File: config.mk
export PLATFORM = sky130hd
export DESIGN_NAME = spmc_isqrt
export DESIGN_NICKNAME = d
export VERILOG_FILES = /design/src/hw/rtl/spmc_isqrt.sv
export SDC_FILE = /design/constraint.sdc
export NUM_CORES = 1
export LEC_CHECK = 0
export ABC_AREA = 0
export ABC_CLOCK_PERIOD_IN_PS = 5200
export BUFFER_PORTS_ARGS = -buffer_cell sky130_fd_sc_hd__buf_2
export CAP_MARGIN = 10
export CORE_MARGIN = 5
export CORE_UTILIZATION = 58
export DETAILED_ROUTE_END_ITERATION = 10
export GPL_TIMING_DRIVEN = 0
export PLACE_DENSITY = 0.75
export SYNTH_ARGS = -nofsm -noshare
export SYNTH_HDL_FRONTEND = slang
export SYNTH_SLANG_ARGS = --single-unit
File: constraint.sdc
create_clock -name clk -period 5.2 [get_ports clk]
set_input_delay 1.04 -clock clk [delete_from_list [all_inputs] [get_ports clk]]
set_output_delay 1.04 -clock clk [all_outputs]
set_load 0.01 [all_outputs]
File: src/hw/rtl/spmc_isqrt.sv
// pipelined integer square root, saturated to 16 bits
`timescale 1ns / 1ps
module spmc_isqrt #(
	parameter int VW = 48
) (
	input  logic          clk,
	input  logic          en,
	input  logic [VW-1:0] val,
	output logic [15:0]   root
);
	// two result bits per stage: one per sub-step, 17 bits of root cover saturation
	localparam int RB = 17;
	localparam int NS = (RB + 1) / 2;
	logic [VW-1:0] rem_s [NS+1];
	logic [RB-1:0] res_s [NS+1];
	logic          big_s [NS+1];
	logic [VW-1:0] rem_c [NS];
	logic [RB-1:0] res_c [NS];

	always_comb begin
		rem_s[0] = val;
		res_s[0] = '0;
		big_s[0] = (val >> (2 * RB)) != '0;
	end

	for (genvar g = 0; g < NS; g++) begin : g_st
		logic [VW+1:0] trial;
		always_comb begin
			rem_c[g] = rem_s[g];
			res_c[g] = res_s[g];
			trial = '0;
			for (int k = 0; k < 2; k++) begin
				if (2 * g + k < RB) begin
					// gain of setting this root bit: root_so_far * 2^(2b+2) + 2^(2b)
					trial = ((VW+2)'(res_c[g]) << (2 * (RB - 1 - 2 * g - k) + 2))
						| ((VW+2)'(1) << (2 * (RB - 1 - 2 * g - k)));
					if ((VW+2)'(rem_c[g]) >= trial) begin
						rem_c[g] = rem_c[g] - trial[VW-1:0];
						res_c[g] = (res_c[g] << 1) | RB'(1);
					end else begin
						res_c[g] = res_c[g] << 1;
					end
				end
			end
		end
		always_ff @(posedge clk) begin
			if (en) begin
				rem_s[g+1] <= rem_c[g];
				res_s[g+1] <= res_c[g];
				big_s[g+1] <= big_s[g];
			end
		end
	end

	assign root = (big_s[NS] || res_s[NS][RB-1]) ? 16'hFFFF : res_s[NS][15:0];
endmodule

# After elaboration in Yosys (flattened, before gate mapping)
# Cells that the tools add are included.
[word_totals] reg_bits=482 in_bits=50 output_inout_bits=16 wordCells=95
[op_classes] n_addsub=16 magnitude_cmp=17 n_mux=34 n_reduce_logical=2
[op_table] cell="2-to-1 mux 48 bit" count=16
[op_table] cell=">= comparator 48 x 18 -> 1 bit" count=1
[op_table] cell=">= comparator 48 x 19 -> 1 bit" count=1
[op_table] cell=">= comparator 48 x 20 -> 1 bit" count=1
[op_table] cell=">= comparator 48 x 21 -> 1 bit" count=1
[op_table] cell=">= comparator 48 x 22 -> 1 bit" count=1
[op_table] cell=">= comparator 48 x 23 -> 1 bit" count=1
[op_table] cell=">= comparator 48 x 24 -> 1 bit" count=1
[op_table] cell=">= comparator 48 x 25 -> 1 bit" count=1
[op_table] cell=">= comparator 48 x 26 -> 1 bit" count=1
[op_table] cell=">= comparator 48 x 27 -> 1 bit" count=1
[op_table] cell=">= comparator 48 x 28 -> 1 bit" count=1
[op_table] cell=">= comparator 48 x 29 -> 1 bit" count=1
[op_table] cell=">= comparator 48 x 30 -> 1 bit" count=1
[op_table] cell=">= comparator 48 x 31 -> 1 bit" count=1
[op_table] cell=">= comparator 48 x 32 -> 1 bit" count=1
[op_table] cell=">= comparator 48 x 33 -> 1 bit" count=1
[op_table] cell=">= comparator 48 x 33 -> 1 bit, second input constant" count=1
[op_table] cell="nonzero test 48 bit" count=1
[op_table] cell="subtractor 48 x 19 -> 48 bit" count=1
[op_table] cell="subtractor 48 x 20 -> 48 bit" count=1
[op_table] cell="subtractor 48 x 21 -> 48 bit" count=1
[op_table] cell="subtractor 48 x 22 -> 48 bit" count=1
[op_table] cell="subtractor 48 x 23 -> 48 bit" count=1
[op_table] cell="other kinds (14)" count=30

# Longest topological paths before layout
[depth] word_depth=4 mapped_depth=28 mapped_depth_nobuf=24

# Least setup slack after synthesis
# OpenSTA, ideal clock, no wires.
[synth_timing] path_kind="register to register" from="register rem_s[135] (netlist bit)" to="register rem_s[78] (netlist bit), data pin" setup_time_ps=267 t_arrival_ps=5496 required_time_ps=4933 slack_ps=-563 stages_incl_launch_ff=25 n_path_buf=3 synth_period_minus_slack_ps=5763 cell_sequence="edfxtp_1 -> buf_2 -> or4_4 -> or4_1 -> nor3_1 -> and3_2 -> nand3_4 -> inv_4 -> clkbuf_1 -> o21ai_0 -> ha_1 -> a21o_1 -> a21o_1 -> a21o_1 -> a21o_1 -> a21oi_1 -> o21ai_0 -> nor2b_1 -> a2111oi_2 -> nand4_1 -> nor4_4 -> inv_2 -> buf_6 -> a31oi_1 -> o211ai_1"
[synth_rtl] item="start: declaration" line_no="14" text="logic [VW-1:0] rem_s [NS+1];"
[synth_rtl] item="start signal: indexed assignment" line_no="48" text="rem_s[g+1] <= rem_c[g];"

==> metrics.cfg <==
[drt]
drt_wl_total_mm=94.9
routed-via-count=28093
firstDrtPassIters=8
route.detailed.drc=0
wl_per_cell_um=21.4
antenna_violating_nets_post_route=0
vias_per_cell=6.33
drt_iter0_markers=2337

[global_route]
number_of_antenna_violations_at_the_first_check_in_global_routing=1
first_pass_grt_wire_length_mm=145
grt_remaining_overflow=0
grt_pass1_vias=27150
track_usage_pct=28.2
maximum_number_of_pins_on_one_net_before_global_route_repair=116

[cts]
cts.clk_slew.worst_paths_ns=0.06
cts.path.max_buffers=3
clock_sink_count=482
postCtsHoldBufs=0
cts_made_buffers=52
cts_htree_levels=2
ctsRootBufferMaster=sky130_fd_sc_hd__clkbuf_16
clock_latency_ns=0.62
tritoncts=built

[synth]
synth_area_per_cell_um2=9.88
seq_total_area_yosys_pct=43.5
synth.top_cell.area_share_pct=43.5
synth_nets=3596
netlist_top_cells_count=sky130_fd_sc_hd__edfxtp_1 (482), sky130_fd_sc_hd__nor2_1 (299), sky130_fd_sc_hd__xnor2_1 (254)
synth_most_common_cell=sky130_fd_sc_hd__edfxtp_1
synth.area.top_cells=sky130_fd_sc_hd__edfxtp_1 (43%), sky130_fd_sc_hd__xnor2_1 (6.7%), sky130_fd_sc_hd__ha_1 (6.6%)
netlist_instances=3370
area_of_the_mapped_netlist_um2=33300
synth_seq_cells=482
synth-edff-count=482
asyncSetResetFlopFracSynth_pct=0
yosysTopAreaCell=sky130_fd_sc_hd__edfxtp_1
synth_flop_cell=sky130_fd_sc_hd__edfxtp_1
synthesis.yosys.warnings=0
synthDistinctLibCells=101

[worst_hold_path]
timing.hold.worst.class=register to register

[final_layout]
n_fill_cell=4112
ratio_of_cells_with_drive_above_1_in_the_final_layout_pct=19.7
layout-area-overhead-vs-synth_pct=20.7
fin_nets=3873
ant_cells=0

[floorplan]
die_area_um2=62300
design.core.area_um2=56600
die_height_um=250
number_of_ports_placed_on_the_die_boundary=66
die_w_um=250
std_cell_rows=87
initial_core_util_pct=58.8

[critical_path]
crit_path_max_fanout=6
worstSetupStartpointType=register
arrival_ns=5.97
cp_data_required_time_ns=5.53
setup.worst_path.end_class=register
setup.worst_path.class=register to register

[timing]
timing.clock.skew_ns=0.0336
max_clock_freq_mhz=177
grt_setup_unrepaired=yes
slew_viol_final=0
setup_viol_count_final=88
crit_path_setup_slack_layout_ns=-0.449
fin_crit_sh_pct=109
hold_viol_final=0
setup_total_negative_slack_ns=-25.64
post-route-min-period_ns=5.65
tightest_slew_ns=1.06
slew_headroom_pct=29.4

[pwr]
worst_ir_drop_vdd_mv=0.271
p_leak_nw=14.7
proportion_of_power_drawn_by_combinational_gates_pct=37.1
power_w=0.0147
internal_power_w=0.00950
switchingPower_w=0.00523
power_density_nw_per_um2=367
clock_power_share_pct=25.5
power_switching_share_pct=35.5
power.share.sequential_pct=37.4

[place]
placement.io_buffers=61
place_congestion=0.953
detailedPlacementHpwl_mm=68.7

[outcome]
failed_checks=negative setup slack
status=finished, violations left

[job]
timing.max_cap.violations=0

[repair_timing]
action                                  in CTS  in global routing
endpoints found under the setup margin     227                236
gates resized for setup                    250                213
cloned                                       3                  2
setup buffers                               98                 80
pin swaps                                  104                 98
[per-stage QoR]
stage                     setup WS (ns)  cells  area (um2)  utilization (%)  hold WS (ns)
after floorplan                  -0.147   3370       33500                -         0.400
after global placement            -3.71   4187       34800             61.5         0.401
after detailed placement          -1.63   4191       34900             61.7         0.406
after CTS                        -0.342   4369       38500             68.1         0.421
after global routing             -0.570   4441       40200             71.0         0.439
final                            -0.449   4441       40200             71.0         0.421
[placed cells by master, fill, tap and decap left out, types with 73 or more instances in the layout]
| master | netlist | routed |
|---|---|---|
| sky130_fd_sc_hd__edfxtp_1 | 482 | 482 |
| sky130_fd_sc_hd__nor2_1 | 299 | 276 |
| sky130_fd_sc_hd__xnor2_1 | 254 | 246 |
| sky130_fd_sc_hd__nand2_1 | 237 | 214 |
| sky130_fd_sc_hd__a21oi_1 | 199 | 161 |
| sky130_fd_sc_hd__inv_1 | 176 | 160 |
| sky130_fd_sc_hd__buf_4 | 2 | 159 |
| sky130_fd_sc_hd__xor2_1 | 151 | 150 |
| sky130_fd_sc_hd__ha_1 | 176 | 131 |
| sky130_fd_sc_hd__nor3_1 | 117 | 102 |
| sky130_fd_sc_hd__nand3_1 | 95 | 87 |
| sky130_fd_sc_hd__o21ai_0 | 101 | 85 |
| sky130_fd_sc_hd__nor4_1 | 95 | 73 |
[layout make-up]
type | count | area [um2] | area share, %
Timing Repair Buffer | 246 | 1950 | 4.86
Clock buffer | 61 | 1340 | 3.32
Inverter | 182 | 693 | 1.73
Multi-Input combinational cell | 2620 | 19800 | 49.2
Clock inverter | 31 | 403 | 1.00
Buffer | 63 | 591 | 1.47
Tap cell | 756 | 946 | 2.35
Sequential cell | 482 | 14500 | 36.0
[worst paths after layout]
kind / startpoint / endpoint / slack, ns / cells past startpoint
worst max-delay path: rem_s[136] / rem_s[90] / -0.45 / 24
worst min-delay path: big_s[2] / big_s[1] / 0.42 / 0
worst max register to register: rem_s[136] / rem_s[90] / -0.45 / 24
worst min register to register: big_s[2] / big_s[1] / 0.42 / 0
[sequential cells by signal, indices dropped and copies added (netlist names)]
| signal | count |
|---|---|
| g_st.trial | 16 |
| res_s | 73 |
| rem_s | 384 |
| big_s | 9 |
[power by group through the flow]
stage          combinational (W)  sequential (W)  clock, W
3_3_place_gp             0.00434         0.00561         0
3_5_place_dp             0.00446         0.00557         0
6_report                 0.00546         0.00551   0.00376
4_1_cts                  0.00486         0.00550   0.00383
2_1_floorplan            0.00344         0.00537         0
5_1_grt                  0.00588         0.00555   0.00401
[cell families (layout without fill, tap and decap cells)]
kind of cell             count (synthesis)  count (layout)  share of synthesized area, %
multiplexers                            39              39                          1.26
buffers and inverters                  268             583                          3.20
adder cells (fa/ha/maj)                176             176                          6.62
AND/OR/NAND/NOR                       1300            1300                          20.7
flip-flops                             482             482                          43.5
XOR/XNOR                               407             407                          10.8
AO/OA/AOI/OAI                          698             698                          14.0
[worst max-delay path, cell delays in order (launching register included)]
cell and delay [ns]:
sky130_fd_sc_hd__edfxtp_1 0.49, sky130_fd_sc_hd__or4_4 0.57, sky130_fd_sc_hd__or4_4 0.46, sky130_fd_sc_hd__nor3_4 0.14
sky130_fd_sc_hd__and3_4 0.24, sky130_fd_sc_hd__nand3_4 0.13, sky130_fd_sc_hd__buf_12 0.19, sky130_fd_sc_hd__clkbuf_16 0.15
sky130_fd_sc_hd__nand2_4 0.06, sky130_fd_sc_hd__nand2_4 0.05, sky130_fd_sc_hd__ha_4 0.15, sky130_fd_sc_hd__a21o_1 0.19
sky130_fd_sc_hd__a21o_1 0.18, sky130_fd_sc_hd__a21o_1 0.17, sky130_fd_sc_hd__a21o_1 0.17, sky130_fd_sc_hd__a21oi_2 0.15
sky130_fd_sc_hd__o21ai_2 0.08, sky130_fd_sc_hd__nor2b_4 0.14, sky130_fd_sc_hd__a2111oi_4 0.39, sky130_fd_sc_hd__nand4_1 0.24
sky130_fd_sc_hd__nor4_4 0.35, sky130_fd_sc_hd__buf_6 0.21, sky130_fd_sc_hd__buf_12 0.17, sky130_fd_sc_hd__nor4_4 0.06
sky130_fd_sc_hd__xnor2_1 0.20
[per-layer routing]
| layer | vias up | track usage (%) | routed length (um) |
|---|---|---|---|
| li1 | 13172 | - | - |
| met1 | 13625 | 34.7 | 37500 |
| met2 | 1027 | 51.1 | 48500 |
| met3 | 267 | 3.28 | 4920 |
| met4 | 2 | 10.7 | 4010 |
| met5 | - | 0 | 13 |
No activity file was read; power rests on OpenSTA's default activity.
